--- config.mk ---
export PLATFORM = sky130hd
export DESIGN_NAME = tga_rle_pixel_decoder
export DESIGN_NICKNAME = d
export VERILOG_FILES = /design/src/design/tga_pkg.sv /design/src/design/tga_front.sv /design/src/design/tga_fifo.sv /design/src/design/tga_back.sv /design/src/design/tga_rle_pixel_decoder.sv
export SDC_FILE = /design/constraint.sdc
export NUM_CORES = 1
export LEC_CHECK = 0
export ABC_AREA = 1
export BUFFER_PORTS_ARGS = -buffer_cell sky130_fd_sc_hd__buf_2
export CAP_MARGIN = 20
export CORE_ASPECT_RATIO = 1.5
export CORE_MARGIN = 3
export CORE_UTILIZATION = 40
export CTS_CLUSTER_SIZE = 12
export DETAILED_ROUTE_END_ITERATION = 12
export PLACE_DENSITY_LB_ADDON = 0.1
export SYNTH_ARGS = -nofsm -noshare
export SYNTH_HDL_FRONTEND = slang
export SYNTH_SLANG_ARGS = --single-unit
--- constraint.sdc ---
create_clock -name clk -period 7.7 [get_ports clk]
set_clock_uncertainty 0.2 [all_clocks]
set_input_delay 0.77 -clock clk [delete_from_list [all_inputs] [get_ports clk]]
set_output_delay 0.77 -clock clk [all_outputs]
set_load 0.01 [all_outputs]
--- src/design/tga_pkg.sv ---
// ----------------------------------------------------------------------------
// tga_pkg
// Shared types and constants for the image payload run-length pixel decoder.
// ----------------------------------------------------------------------------
package tga_pkg;

	localparam int PIX_W = 22;
	localparam logic [PIX_W-1:0] MAX_PIXELS = 22'd2097152;

	localparam logic [1:0] REG_COLOR_FORMAT = 2'd0;
	localparam logic [1:0] REG_IMAGE_KIND   = 2'd1;
	localparam logic [1:0] REG_PIXEL_COUNT  = 2'd2;

	localparam logic [1:0] FMT_555 = 2'd0;
	localparam logic [1:0] FMT_MIX = 2'd1;
	localparam logic [1:0] FMT_565 = 2'd2;

	localparam logic [1:0] KIND_RAW  = 2'd0;
	localparam logic [1:0] KIND_RLE  = 2'd1;
	localparam logic [1:0] KIND_GRAY = 2'd2;

	localparam logic CMD_BYTE  = 1'b0;
	localparam logic CMD_FRAME = 1'b1;

	typedef struct packed {
		logic [1:0]       color_format;
		logic [1:0]       image_kind;
		logic [PIX_W-1:0] pixel_count;
	} cfg_t;

	typedef struct packed {
		logic [7:0] b;
		logic [7:0] g;
		logic [7:0] r;
		logic [1:0] fmt;
		logic [7:0] count;
		logic       last;
	} pix_cmd_t;

endpackage

--- src/design/tga_front.sv ---
// ----------------------------------------------------------------------------
// tga_front
// Byte parser: packet headers, pixel assembly and frame pixel budget.
// ----------------------------------------------------------------------------
module tga_front import tga_pkg::*; (
	input  logic       clk,
	input  logic       arst_n,
	input  logic       in_valid,
	input  logic       command,
	input  logic [7:0] data_byte,
	input  cfg_t       cfg,
	output logic       emit,
	output pix_cmd_t   cmd
);

	typedef enum logic [1:0] {PH_HEADER, PH_RUN, PH_RAW} phase_t;

	phase_t           phase_q, phase_d;
	logic [7:0]       left_q, left_d;
	logic [1:0]       pos_q, pos_d;
	logic [PIX_W-1:0] budget_q, budget_d;
	logic [7:0]       b_q, g_q;
	logic             collecting, coll_done, b_en, g_en;
	logic [7:0]       run_cnt, count;
	logic [1:0]       px_fmt;
	logic [7:0]       px_b, px_g;

	assign coll_done = pos_q[1];

	always_comb begin
		phase_d    = phase_q;
		left_d     = left_q;
		pos_d      = pos_q;
		budget_d   = budget_q;
		emit       = 1'b0;
		collecting = 1'b0;
		run_cnt    = 8'd1;
		px_fmt     = cfg.color_format;
		px_b       = b_q;
		px_g       = g_q;
		b_en       = 1'b0;
		g_en       = 1'b0;
		count      = 8'd1;
		if (in_valid) begin
			if (command == CMD_FRAME) begin
				budget_d = (cfg.pixel_count > MAX_PIXELS) ? MAX_PIXELS : cfg.pixel_count;
				phase_d  = PH_HEADER;
				left_d   = 8'd0;
				pos_d    = 2'd0;
			end else if (budget_q != '0) begin
				case (cfg.image_kind)
					KIND_GRAY: begin
						emit   = 1'b1;
						px_b   = data_byte;
						px_g   = data_byte;
						px_fmt = FMT_565;
					end
					KIND_RLE: begin
						if (phase_q == PH_HEADER) begin
							phase_d = data_byte[7] ? PH_RUN : PH_RAW;
							left_d  = {1'b0, data_byte[6:0]} + 8'd1;
						end else begin
							collecting = 1'b1;
							emit       = coll_done;
							if (coll_done) begin
								if (phase_q == PH_RUN) begin
									run_cnt = left_q;
									phase_d = PH_HEADER;
									left_d  = 8'd0;
								end else if (left_q <= 8'd1) begin
									phase_d = PH_HEADER;
									left_d  = 8'd0;
								end else begin
									left_d = left_q - 8'd1;
								end
							end
						end
					end
					default: begin
						collecting = 1'b1;
						emit       = coll_done;
					end
				endcase
				if (collecting) begin
					case (pos_q)
						2'd0: begin
							b_en  = 1'b1;
							pos_d = 2'd1;
						end
						2'd1: begin
							g_en  = 1'b1;
							pos_d = 2'd2;
						end
						default: pos_d = 2'd0;
					endcase
				end
				if (emit) begin
					count    = ({{(PIX_W-8){1'b0}}, run_cnt} > budget_q) ? budget_q[7:0] : run_cnt;
					budget_d = budget_q - {{(PIX_W-8){1'b0}}, count};
				end
			end
		end
	end

	assign cmd.b     = px_b;
	assign cmd.g     = px_g;
	assign cmd.r     = data_byte;
	assign cmd.fmt   = px_fmt;
	assign cmd.count = count;
	assign cmd.last  = (budget_d == '0);

	always_ff @(posedge clk or negedge arst_n) begin
		if (!arst_n) begin
			phase_q  <= PH_HEADER;
			left_q   <= 8'd0;
			pos_q    <= 2'd0;
			budget_q <= '0;
		end else begin
			phase_q  <= phase_d;
			left_q   <= left_d;
			pos_q    <= pos_d;
			budget_q <= budget_d;
		end
	end

	always_ff @(posedge clk) begin
		if (b_en) begin
			b_q <= data_byte;
		end
		if (g_en) begin
			g_q <= data_byte;
		end
	end

	a_count_range: assert property (@(posedge clk) disable iff (!arst_n)
		emit |-> (cmd.count != 8'd0) && (cmd.count <= 8'd128))
		else $error("repeat count out of range");

	a_last_spends_budget: assert property (@(posedge clk) disable iff (!arst_n)
		emit && cmd.last |=> budget_q == '0)
		else $error("frame done with budget left");

	a_budget_max: assert property (@(posedge clk) disable iff (!arst_n)
		budget_q <= MAX_PIXELS)
		else $error("budget above maximum");

endmodule

--- src/design/tga_fifo.sv ---
// ----------------------------------------------------------------------------
// tga_fifo
// Two-entry queue of pixel commands between parser and packer.
// ----------------------------------------------------------------------------
module tga_fifo import tga_pkg::*; (
	input  logic     clk,
	input  logic     arst_n,
	input  logic     wr_en,
	input  pix_cmd_t wr_data,
	input  logic     rd_en,
	output pix_cmd_t rd_data,
	output logic     full,
	output logic     empty
);

	pix_cmd_t   mem_q [2];
	logic       wr_ptr_q, rd_ptr_q;
	logic [1:0] cnt_q;

	assign full    = (cnt_q == 2'd2);
	assign empty   = (cnt_q == 2'd0);
	assign rd_data = mem_q[rd_ptr_q];

	always_ff @(posedge clk or negedge arst_n) begin
		if (!arst_n) begin
			wr_ptr_q <= 1'b0;
			rd_ptr_q <= 1'b0;
			cnt_q    <= 2'd0;
		end else begin
			if (wr_en) begin
				wr_ptr_q <= ~wr_ptr_q;
			end
			if (rd_en) begin
				rd_ptr_q <= ~rd_ptr_q;
			end
			case ({wr_en, rd_en})
				2'b10:   cnt_q <= cnt_q + 2'd1;
				2'b01:   cnt_q <= cnt_q - 2'd1;
				default: cnt_q <= cnt_q;
			endcase
		end
	end

	always_ff @(posedge clk) begin
		if (wr_en) begin
			mem_q[wr_ptr_q] <= wr_data;
		end
	end

endmodule

--- src/design/tga_back.sv ---
// ----------------------------------------------------------------------------
// tga_back
// Pixel packer and result register.
// ----------------------------------------------------------------------------
module tga_back import tga_pkg::*; (
	input  logic        clk,
	input  logic        arst_n,
	input  logic        cmd_valid,
	input  pix_cmd_t    cmd,
	output logic        cmd_take,
	input  logic        pop,
	output logic        empty,
	output logic [15:0] pixel_word,
	output logic [7:0]  repeat_count,
	output logic        frame_done
);

	logic        valid_q;
	logic [15:0] word_q, word;
	logic [7:0]  count_q;
	logic        done_q;
	logic [4:0]  b5, r5, g5;
	logic [5:0]  g6;

	assign b5 = cmd.b[7:3];
	assign r5 = cmd.r[7:3];
	assign g5 = cmd.g[7:3];
	assign g6 = cmd.g[7:2];

	always_comb begin
		case (cmd.fmt)
			FMT_555: word = {1'b0, r5, g5, b5};
			FMT_MIX: word = {1'b0, r5, 10'd0} | {5'd0, g6, b5};
			default: word = {r5, g6, b5};
		endcase
	end

	assign cmd_take = cmd_valid && (!valid_q || pop);

	always_ff @(posedge clk or negedge arst_n) begin
		if (!arst_n) begin
			valid_q <= 1'b0;
		end else if (!valid_q || pop) begin
			valid_q <= cmd_valid;
		end
	end

	always_ff @(posedge clk) begin
		if (cmd_take) begin
			word_q  <= word;
			count_q <= cmd.count;
			done_q  <= cmd.last;
		end
	end

	assign empty        = !valid_q;
	assign pixel_word   = word_q;
	assign repeat_count = count_q;
	assign frame_done   = done_q;

endmodule

--- src/design/tga_rle_pixel_decoder.sv ---
// ----------------------------------------------------------------------------
// tga_rle_pixel_decoder
// Run-length image payload decoder producing 16-bit pixels with repeat counts.
// ----------------------------------------------------------------------------
// channel   handshake              payload
// input     push / full            command, data_byte
// result    pop / empty            pixel_word, repeat_count, frame_done
// config    cfg_valid / cfg_ready  cfg_index, cfg_data
//
// One byte per cycle while full is low; the byte that completes a pixel passes
// through the parser, the two-entry queue and the result register.
// full rises only when the queue holds two commands.
// Reset clears parser state and the budget: no result until a frame start.
// ----------------------------------------------------------------------------
module tga_rle_pixel_decoder import tga_pkg::*; (
	input  logic             clk,
	input  logic             arst_n,
	input  logic             push,
	output logic             full,
	input  logic             command,
	input  logic [7:0]       data_byte,
	output logic             empty,
	input  logic             pop,
	output logic [15:0]      pixel_word,
	output logic [7:0]       repeat_count,
	output logic             frame_done,
	input  logic             cfg_valid,
	output logic             cfg_ready,
	input  logic [1:0]       cfg_index,
	input  logic [PIX_W-1:0] cfg_data
);

	cfg_t     cfg_q;
	logic     in_take, emit, q_full, q_empty, q_take;
	pix_cmd_t f_cmd, q_cmd;

	assign cfg_ready = 1'b1;

	always_ff @(posedge clk or negedge arst_n) begin
		if (!arst_n) begin
			cfg_q.color_format <= FMT_555;
			cfg_q.image_kind   <= KIND_RAW;
			cfg_q.pixel_count  <= MAX_PIXELS;
		end else if (cfg_valid && cfg_ready) begin
			case (cfg_index)
				REG_COLOR_FORMAT: cfg_q.color_format <= cfg_data[1:0];
				REG_IMAGE_KIND:   cfg_q.image_kind   <= cfg_data[1:0];
				REG_PIXEL_COUNT:  cfg_q.pixel_count  <= cfg_data;
				default:          cfg_q              <= cfg_q;
			endcase
		end
	end

	assign full    = q_full;
	assign in_take = push && !q_full;

	tga_front u_front (
		.clk       (clk),
		.arst_n    (arst_n),
		.in_valid  (in_take),
		.command   (command),
		.data_byte (data_byte),
		.cfg       (cfg_q),
		.emit      (emit),
		.cmd       (f_cmd)
	);

	tga_fifo u_fifo (
		.clk     (clk),
		.arst_n  (arst_n),
		.wr_en   (emit),
		.wr_data (f_cmd),
		.rd_en   (q_take),
		.rd_data (q_cmd),
		.full    (q_full),
		.empty   (q_empty)
	);

	tga_back u_back (
		.clk          (clk),
		.arst_n       (arst_n),
		.cmd_valid    (!q_empty),
		.cmd          (q_cmd),
		.cmd_take     (q_take),
		.pop          (pop),
		.empty        (empty),
		.pixel_word   (pixel_word),
		.repeat_count (repeat_count),
		.frame_done   (frame_done)
	);

endmodule
==> flow_summary.ini <==
[timing]
hold_viol = 0
rsz0062_at_grt = no
min_period_over_period = 0.666
slew_headroom = 0.347
fmax_ghz = 0.195
setup_viol = 0
maxSlewViolCount = 0
holdWs_ns = 0.287
fin_tns_setup_ns = 0
fin_crit_ns = 5.13
tightest_slew_ns = 0.977

[logic_synthesis]
ys_types = 47
synth_common_cells = 304 x nand2_1, 148 x inv_1, 97 x nor2_1
yosys-top-cells-area = edfxtp_1 32%, dfrtp_1 19%, nand2_1 14%
yosys_warnings = 0
syn_inst = 1005
yosysMostFrequentCell = nand2_1
syn_area_per_cell_sq_um = 8.28
async_flop_share = 0.419
syn_area_sq_um = 8320
syn_nets = 1066
yosys_most_used_dff = edfxtp_1
synth-seq-cells = 155
ys_seq_area_frac = 0.520
netlist.area_leader.share = 0.325
synth-edff-count = 90
yosysTopAreaCell = edfxtp_1

[routing]
firstDrtPassIters = 4
viasPerCell = 4.88
dr_total_vias = 6573
avgRoutedWirePerCell_um = 15.7
drtIter0Drc = 315
final_antenna_net_count = 0
routed_wl_um = 21100
drc = 0

[power_and_ir_drop]
p_leak_uw = 0.00456
p_per_area_nw_per_um2 = 359
vdd_drop_max_uv = 115
finalPower_uw = 3410

[place]
place_hpwl_um = 16000
gp_congestion = 0.909
portBuffers = 64
dpl_cell_area_sq_um = 8920

[floorplanning]
ios = 66
core_area_sq_um = 20400
die_h_um = 183
start_util = 0.407
rows = 64
die_area_sq_um = 22600
die_x_um = 124

[layout]
synthToLayoutAreaGrowth_pct = 14.1
nets = 1132
multi_input_area_sq_um = 3320
regArea_sq_um = 4330
n_antenna_cell = 0
finalInstanceArea_sq_um = 9490
final_util = 0.465
drive_gt1_frac = 0.128
fill_cells = 2105

[setup_path]
r2r_setup_slack_ns = 2.57
crit_top_cell = nand2_1
cp-startpoint = cfg_q[23]
reg2regPathDepth = 29
r2r-start = cfg_q[23]
start_kind = flip-flop
cpMaxStageDelayCell = nor3_1
crit_fanout = 16
crit_arrival_ns = 5.19
end_kind = flip-flop
reg2reg_to = u_fifo.mem_q[1][0]
crit_required_ns = 7.76
critPathKind = reg2reg
cpPeakStageDelay_ns = 0.53

[clocking]
cts_buffers = 17
cts_tree = built
cts_setup_buffers = 0
insertion_delay_ns = 0.44
clk_path_buf_depth = 2
htreeDepth = 4
hold_buffers = 0
numClockSinks = 155
ctsResizeCount = 0
cts_root_buf = clkbuf_16
clkTransAtPathRegs_ns = 0.06

[flow_run]
maxCapViolations = 0

[min_path]
min_to = cfg_q[24]
worstHoldStart = cfg_q[24]
hold_path_class = reg2reg
holdPathStages = 2

[global_route]
grt_max_degree = 66
track_usage = 0.199
grt_pass1_wl_um = 33900
grt_pass1_vias = 6665
antenna_found_initial = 0
overflow = 0

[outcome]
status = completed
==> where the power goes <==
part | leakage (uW) | switching (uW) | internal (uW)
registers | 0.00161 | 145 | 1130
logic | 0.00267 | 875 | 417
clock network | 0.000282 | 336 | 504
total | 0.00456 | 1360 | 2050
==> per-stage QoR <==
step,setup WS [ns],instances
after global placement,2.68,1316
after CTS,2.61,1346
after global routing,2.14,1346
final,2.57,1346
after detailed placement,2.64,1316
after floorplan,3.47,1005
==> layout make-up <==
| type | count | area share |
|---|---|---|
| Sequential cell | 155 | 0.456 |
| Multi-Input combinational cell | 674 | 0.349 |
| Inverter | 153 | 0.0605 |
| Clock buffer | 18 | 0.0452 |
| Timing Repair Buffer | 70 | 0.0385 |
| Tap cell | 264 | 0.0348 |
| Clock inverter | 12 | 0.0154 |
==> kinds of logic (layout without fill, tap and decap cells) <==
logic type / after synthesis / count (layout) / synth area share
AND/OR/NAND/NOR: 518 / 518 / 0.264
buffers and inverters: 176 / 253 / 0.0829
flip-flops: 155 / 155 / 0.520
AO/OA/AOI/OAI: 111 / 111 / 0.0722
adder cells (fa/ha/maj): 23 / 23 / 0.0355
XOR/XNOR: 11 / 11 / 0.0116
multiplexers: 10 / 10 / 0.0131
other: 1 / 1 / 0.000451
==> flip-flops by register name (all words and copies together), names as in the netlist, 5 cells and up <==
register and count:
u_back.pixel_word 16, u_fifo.mem_q 54, u_back.repeat_count 8, u_front.left_q 8, u_front.g_q 6, u_front.b_q 5
u_front.budget_q 22, cfg_q 26
==> worst max-delay path by stage <==
| stage | endpoint | slack [ns] | cells after the start |
|---|---|---|---|
| 2_1_floorplan | u_fifo.mem_q[0][0] | 3.47 | 32 |
| 3_3_place_gp | u_fifo.mem_q[0][0] | 2.68 | 32 |
| 3_5_place_dp | u_fifo.mem_q[1][0] | 2.64 | 32 |
| 4_1_cts | u_fifo.mem_q[0][0] | 2.61 | 32 |
| 5_1_grt | u_fifo.mem_q[1][0] | 2.14 | 30 |
| 6_report | u_fifo.mem_q[1][0] | 2.57 | 29 |
==> critical path: cells and delay by family, from the launching register on <==
family	cells	cell delay, ns
AO/OA/AOI/OAI	4	0.62
XOR/XNOR	1	0.16
adder cells (fa/ha/maj)	4	0.93
buffers and inverters	4	0.26
flip-flops	1	0.40
AND/OR/NAND/NOR	16	2.38
==> placed cells by master (no fill, tap or decap), types with 2 or more instances in the layout <==
master     count
clkinv_2       3
ha_1          22
a31o_2         2
buf_2         64
dfrtp_1       64
nand3_1       65
o22ai_1        5
nor4_1         2
o21ai_1       16
nor3_1        17
a21oi_2        2
inv_6          3
nand3_2        2
o21ai_0       43
clkinv_1       3
buf_4          6
clkbuf_16     17
or2_2          4
xor2_1        10
nor2_1        95
nor2_2         8
nand2_1      304
nand4_1        9
nand2_2        2
inv_1        148
inv_2          4
edfxtp_1      90
mux2_2         7
nand2_4        4
a21oi_1       32
a31oi_1        5
nand3b_1       2
bufinv_16      3
mux2i_1        3
==> routing by layer <==
metal | routed length (um) | share of wire | GRT usage | up-vias
met3 | 580 | 0.027 | 0.0366 | 45
met1 | 7870 | 0.37 | 0.194 | 3058
met2 | 11700 | 0.56 | 0.381 | 101
met4 | 917 | 0.043 | 0.108 | 0
li1 | - | - | - | 3369
met5 | 0 | 0 | 0 | -
Power figures use the tool's default switching activity.
